## config.mk

```make
export PLATFORM = sky130hd
export DESIGN_NAME = vsce_ctrl
export DESIGN_NICKNAME = d
export VERILOG_FILES = /design/src/design/vsce_pkg.sv /design/src/design/vsce_ctrl.sv
export SDC_FILE = /design/constraint.sdc
export NUM_CORES = 1
export LEC_CHECK = 0
export ABC_AREA = 1
export CORE_AREA = 3 3 40 42
export DETAILED_ROUTE_END_ITERATION = 6
export DIE_AREA = 0 0 43 45
export DONT_BUFFER_PORTS = 1
export SYNTH_ARGS = -nofsm -noshare
export SYNTH_HDL_FRONTEND = slang
export SYNTH_SLANG_ARGS = --single-unit
```

## constraint.sdc

```tcl
create_clock -name i_clk -period 2.2 [get_ports i_clk]
set_clock_uncertainty 0.2 [all_clocks]
set_input_delay 0.11 -clock i_clk [delete_from_list [all_inputs] [get_ports i_clk]]
set_output_delay 0.11 -clock i_clk [all_outputs]
set_load 0.03 [all_outputs]
```

## src/design/vsce_pkg.sv

```systemverilog
// Package: shared constants, types and decay-table function for the value-scored cache directory.
`timescale 1ns / 1ps
package vsce_pkg;
    localparam int SLOTS_DEF = 16;
    localparam int DECAY_DEPTH_DEF = 1024;
    localparam logic [39:0] BUDGET_RESET = 40'd1073741824;
    localparam logic [63:0] DECAY_K = 64'd4223977731;

    localparam logic [1:0] OP_INSERT = 2'd0;
    localparam logic [1:0] OP_GET    = 2'd1;
    localparam logic [1:0] OP_TICK   = 2'd2;
    localparam logic [1:0] OP_UNUSED = 2'd3;

    localparam logic [2:0] ST_INSERTED = 3'd0;
    localparam logic [2:0] ST_PRESENT  = 3'd1;
    localparam logic [2:0] ST_HIT      = 3'd2;
    localparam logic [2:0] ST_MISS     = 3'd3;
    localparam logic [2:0] ST_TICK     = 3'd4;
    localparam logic [2:0] ST_REJECT   = 3'd5;

    typedef struct packed {
        logic scan_start;
        logic find_start;
        logic evict;
        logic do_insert;
        logic do_hit;
        logic do_miss;
        logic do_tick;
        logic do_present;
        logic do_reject;
    } t_cmd;

    typedef struct packed {
        logic busy;
        logic found;
        logic oversize;
        logic need_evict;
    } t_sts;

    function automatic logic [15:0] recency_at(input int age);
        logic [63:0] t;
        logic [63:0] r;
        t = 64'd1 << 32;
        for (int a = 1; a <= age; a++) begin
            t = (t * DECAY_K + (64'd1 << 31)) >> 32;
        end
        r = (t + 64'd32768) >> 16;
        if (r > 64'd65535) begin
            r = 64'd65535;
        end
        return r[15:0];
    endfunction
endpackage

```

## src/design/vsce_ctrl.sv

```systemverilog
// Controller: sequences lookup, eviction scans and updates for each item.
`timescale 1ns / 1ps
module vsce_ctrl
    import vsce_pkg::*;
(
    input  logic       i_clk,
    input  logic       i_rst_n,
    input  logic       i_in_fire,
    input  logic [1:0] i_op,
    input  t_sts       i_sts,
    input  logic       i_out_free,
    output t_cmd       o_cmd,
    output logic       o_idle,
    output logic       o_out_load
);
    localparam logic [2:0] S_IDLE = 3'd0;
    localparam logic [2:0] S_FIND = 3'd1;
    localparam logic [2:0] S_DEC  = 3'd2;
    localparam logic [2:0] S_SCAN = 3'd3;
    localparam logic [2:0] S_EVWT = 3'd4;
    localparam logic [2:0] S_OUT  = 3'd5;

    logic [2:0] r_state, n_state;
    logic [1:0] r_op, n_op;

    always_ff @(posedge i_clk) begin
        if (!i_rst_n) begin
            r_state <= S_IDLE;
            r_op    <= OP_INSERT;
        end else begin
            r_state <= n_state;
            r_op    <= n_op;
        end
    end

    always_comb begin
        n_state = r_state;
        n_op = r_op;
        o_cmd = '0;
        o_out_load = 1'b0;
        unique case (r_state)
            S_IDLE: begin
                if (i_in_fire) begin
                    n_op = i_op;
                    if (i_op == OP_TICK) begin
                        o_cmd.do_tick = 1'b1;
                        n_state = S_OUT;
                    end else if (i_op != OP_UNUSED) begin
                        o_cmd.find_start = 1'b1;
                        n_state = S_FIND;
                    end
                end
            end
            S_FIND: begin
                if (!i_sts.busy) begin
                    n_state = S_DEC;
                end
            end
            S_DEC: begin
                if (r_op == OP_GET) begin
                    o_cmd.do_hit = i_sts.found;
                    o_cmd.do_miss = !i_sts.found;
                    n_state = S_OUT;
                end else if (i_sts.found) begin
                    o_cmd.do_present = 1'b1;
                    n_state = S_OUT;
                end else if (i_sts.oversize) begin
                    o_cmd.do_reject = 1'b1;
                    n_state = S_OUT;
                end else if (i_sts.need_evict) begin
                    o_cmd.scan_start = 1'b1;
                    n_state = S_SCAN;
                end else begin
                    o_cmd.do_insert = 1'b1;
                    n_state = S_OUT;
                end
            end
            S_SCAN: begin
                if (!i_sts.busy) begin
                    o_cmd.evict = 1'b1;
                    n_state = S_EVWT;
                end
            end
            S_EVWT: n_state = S_DEC;
            S_OUT: begin
                if (i_out_free) begin
                    o_out_load = 1'b1;
                    n_state = S_IDLE;
                end
            end
            default: n_state = S_IDLE;
        endcase
    end

    assign o_idle = (r_state == S_IDLE);

    a_one_cmd: assert property (@(posedge i_clk) disable iff (!i_rst_n)
        $onehot0({o_cmd.do_insert, o_cmd.do_hit, o_cmd.do_miss, o_cmd.do_tick,
                  o_cmd.evict, o_cmd.do_present, o_cmd.do_reject}))
        else $error("multiple commands");
    a_evict_after_scan: assert property (@(posedge i_clk) disable iff (!i_rst_n)
        o_cmd.evict |-> r_state == S_SCAN) else $error("evict outside scan");
    a_load_out: assert property (@(posedge i_clk) disable iff (!i_rst_n)
        o_out_load |=> r_state == S_IDLE) else $error("load without idle");
endmodule

```

* Word level (Yosys, flattened, before mapping) *
Cells that the tools add are included.

word-level totals
  register bits = 5
  logic and storage cells = 57

operators by class
  equal/unequal tests = 13
  multiplexer cells = 38
  reduce and logical (&&, ||, !) cells = 4

operator list
  kind                                           count
  two-way mux 3 bit                              11
  two-way mux 1 bit                              23
  case mux 3 bit (6 select lines)                1
  != test 2 bit, second input constant           5
  == test 3 x 2 -> 1 bit, second input constant  2
  == test 3 bit, second input constant           2
  two-way mux 2 bit                              3
  AND reduction 5 bit                            1
  == test 3 x 1 -> 1 bit, second input constant  1
  logical NOT 3 bit                              1
  != test 3 x 1 -> 1 bit, second input constant  1
  == test 2 x 1 -> 1 bit, second input constant  1
  == test 2 bit, second input constant           1
  AND reduction 2 bit                            1
  logical NOT 1 bit                              1

* Logic depth before layout (Yosys ltp) *
  depth in word-level cells = 5
  depth in mapped cells = 7
  gate-level depth less buffers = 7

* Least setup slack after synthesis *
OpenSTA, ideal clock, no wires.

  path kind = register -> output
  start = register r_state[2]
  end = output o_cmd[5] (netlist name)
  arrival = 1.315 ns
  slack = 0.575 ns
  cell stages (with the launch flop) = 4
  cell sequence = dfxtp_1 nor2_4 nand2_4 nor3_1

RTL lines
  element                   line             RTL
  start: declaration        vsce_ctrl.sv:23  logic [2:0] r_state, n_state;
  start signal: assignment  vsce_ctrl.sv:31  r_state <= n_state;
  end: declaration          vsce_ctrl.sv:12  output t_cmd o_cmd,

* Worst setup path in the final report *
  start = register r_state[0]
  end = register r_state[0]

between the ends
  longest elaborated chain between the ends = 3

RTL lines
  element                                                                   line             RTL
  == test 3 bit (tied with other cells)                                     vsce_ctrl.sv:41  unique case (r_state)
  != test 2 bit (no source line) or != test 3 x 1 -> 1 bit (tied branches)  n/a
  AND reduction 5 bit (no source line)                                      n/a

Parallel ways exist; a longest one is shown, timed or not.
A chain may end at the register's enable or synchronous reset.

==> impl_metrics.tcl <==
set metrics [dict create \
    hold_depth 6 \
    ys_types 16 \
    nets 99 \
    yosysWarnings 0 \
    finalMaxSlewViolations 0 \
    ir_drop_mv 0.4400 \
    leakagePower_uw 0.0002864 \
    fmax_ghz 0.4836 \
    n_antenna_cell 0 \
    worst_r2r_path_depth 6 \
    hold_path.class "input port to register" \
    cp_max_fo 5 \
    start_util_pct 31.55 \
    drv_cap 0 \
    rr_endpoint "r_state[0]$_SDFFE_PN0P_" \
    drt_wl_total_mm 1.055 \
    portBuffers 0 \
    first_global_vias 452 \
    tns_ns 0 \
    die_x_um 43 \
    dieArea_um2 1935 \
    htreeDepth 1 \
    timing.final.crit_share_pct 93.99 \
    status "finished clean" \
    path_class "register to register" \
    root_buffer "clkbuf_4" \
    synth_fp_nets 79 \
    slew_headroom_pct 62.90 \
    critPathLaunchType "register" \
    hold_slack_ns 0.08091 \
    hold_end "r_state[2]$_SDFFE_PN0P_" \
    finalSetupViolCount 0 \
    cts.reportedPaths.clkPinSlew_ns 0.05 \
    insertion_delay_ns 0.24 \
    reg2reg_slack_ns 0.13 \
    min_period_ns 2.068 \
    dpl_cell_area_um2 454.2 \
    reg2reg_from "r_state[0]$_SDFFE_PN0P_" \
    cts_buffer_depth 2 \
    multi_input_area_um2 256.5 \
    core_area_um2 1285 \
    finalPower_uw 412.3 \
    critical_path.endpoint_type "register" \
    drc 0 \
    min_from "i_in_fire" \
    cp.required_ns 2.13 \
    netlist_instances 69 \
    final_hold_viol_count 0 \
    track_usage_pct 12.91 \
    cts_sinks 5 \
    std_cell_rows 13 \
    routabilityCongestion 0.8054 \
    gr-total-overflow 0 \
    numCtsBuffers 3 \
    place_hpwl_um 797.2 \
    syn_area_um2 405.4 \
    drive_above_1_share_pct 27.27 \
    powerDensity_nw_per_um2 695.1 \
    ios 21 \
    crit_arrival_ns 1.99 \
    fin_area_um2 593.1 \
    avgViaCountPerCell 4.709 \
    fillers 139 \
    ant_nets 0 \
    antenna_found_initial 0 \
    die_height_um 45 \
    cts_tree "built" \
    drtPass1Iterations 4 \
    vias 485 \
    grt_pass1_wl_mm 1.835 \
    area_growth_pct 46.30 \
    wire_per_inst_um 10.24 \
    first_iter_violations 2 \
    final-seq-area_um2 103.9 \
    worst_slew_pin_slew_ns 0.5545 \
    grt_max_degree 9 \
    yosysSeqAreaShare_pct 24.69 \
    rsz0062_at_grt "false" \
    syn_avg_cell_area_um2 5.875 \
    ys_seq_elements 5 \
]
how the worst max path moves through the flow:
| stage | end | startpoint | cells after the start | slack (ns) |
|---|---|---|---|---|
| floorplan | o_cmd[5] | r_state[2]$_SDFFE_PN0P_ | 3 | 0.58 |
| global route | r_state[0]$_SDFFE_PN0P_ | r_state[0]$_SDFFE_PN0P_ | 6 | 0.01 |
| detailed placement | o_cmd[2] | r_state[2]$_SDFFE_PN0P_ | 5 | 0.53 |
| global placement | o_cmd[2] | r_state[2]$_SDFFE_PN0P_ | 5 | 0.55 |
| CTS | r_state[0]$_SDFFE_PN0P_ | r_state[2]$_SDFFE_PN0P_ | 6 | 0.04 |
| finish | r_state[0]$_SDFFE_PN0P_ | r_state[0]$_SDFFE_PN0P_ | 6 | 0.13 |
cells in the final DEF, fill, tap and decap left out, drive strengths merged:
cell,Yosys,layout
nand2,20,20
nor2,14,14
inv,13,13
dlygate4sd3,0,10
nand3,7,7
buf,0,5
dfxtp,5,5
nor3,4,4
a21oi,4,4
clkbuf,0,3
o21ai,1,1
a211oi,1,1
clkinv,0,1
sequential cells by signal (all words and copies together), names as in the netlist:
name and count:
r_op 2, r_state 3
cell usage after synthesis, drive strengths merged:
cell	n	area share [%]
nand3	7	9.9
nand2	20	22
nor3	4	4.9
a211oi	1	3.1
a21oi	4	5.9
o21ai	1	1.2
nor2	14	17
dfxtp	5	25
inv	13	12
layer usage:
metal	vias to the layer above	routed length, um	track usage [%]
met5	-	0	0
met4	0	28	10.24
met3	4	71	5.578
met2	11	539	20.96
met1	217	416	13.01
li1	253	-	-
kinds of logic after synthesis:
kind of cell    count (synthesis)  share of synthesized area (%)
compound gates                  6                          10.18
buf+inv                        13                          12.04
flops                           5                          24.69
simple gates                   45                          53.09
where the power goes:
part / switching [uW] / internal [uW] / leakage [uW] / total, uW
Clock: 40.7 / 65.9 / 0.0000177 / 107
Sequential: 15.6 / 106 / 0.0000423 / 122
Combinational: 113 / 70.9 / 0.000226 / 184
Total: 169 / 243 / 0.000286 / 412
timing repair:
item | 4_1_cts | 5_1_grt
hold buffers | 10 | 0
resized for setup | 0 | 4
buffers inserted | 0 | 1
endpoints found under the hold margin | 5 | 0
endpoints found under the setup margin | 0 | 1
metrics by stage:
stage | util (%) | worst slack [ns] | std cells
detailed placement | 35.35 | 0.5296 | 88
floorplan | - | 0.5752 | 69
global route | 46.15 | 0.01411 | 103
finish | 46.15 | 0.1322 | 103
global placement | 35.35 | 0.5545 | 88
CTS | 45.28 | 0.03949 | 102
worst max-delay path: stages, from the launching register on:
cell and delay [ns]:
dfxtp_2 0.34, nor2_4 0.13, nand3_2 0.09, nand2_1 0.06
dlygate4sd3_1 0.54, a21oi_1 0.04, dlygate4sd3_1 0.55
cell type report:
| cell class | count | area share, % |
|---|---|---|
| timing repair buffer | 15 | 23.21 |
| tap | 15 | 3.165 |
| inverter | 13 | 8.228 |
| sequential | 5 | 17.51 |
| clock inverter | 1 | 0.8439 |
| clock buffer | 3 | 3.797 |
| multi-input combinational | 51 | 43.25 |
No activity file was read; power rests on OpenSTA's default activity.
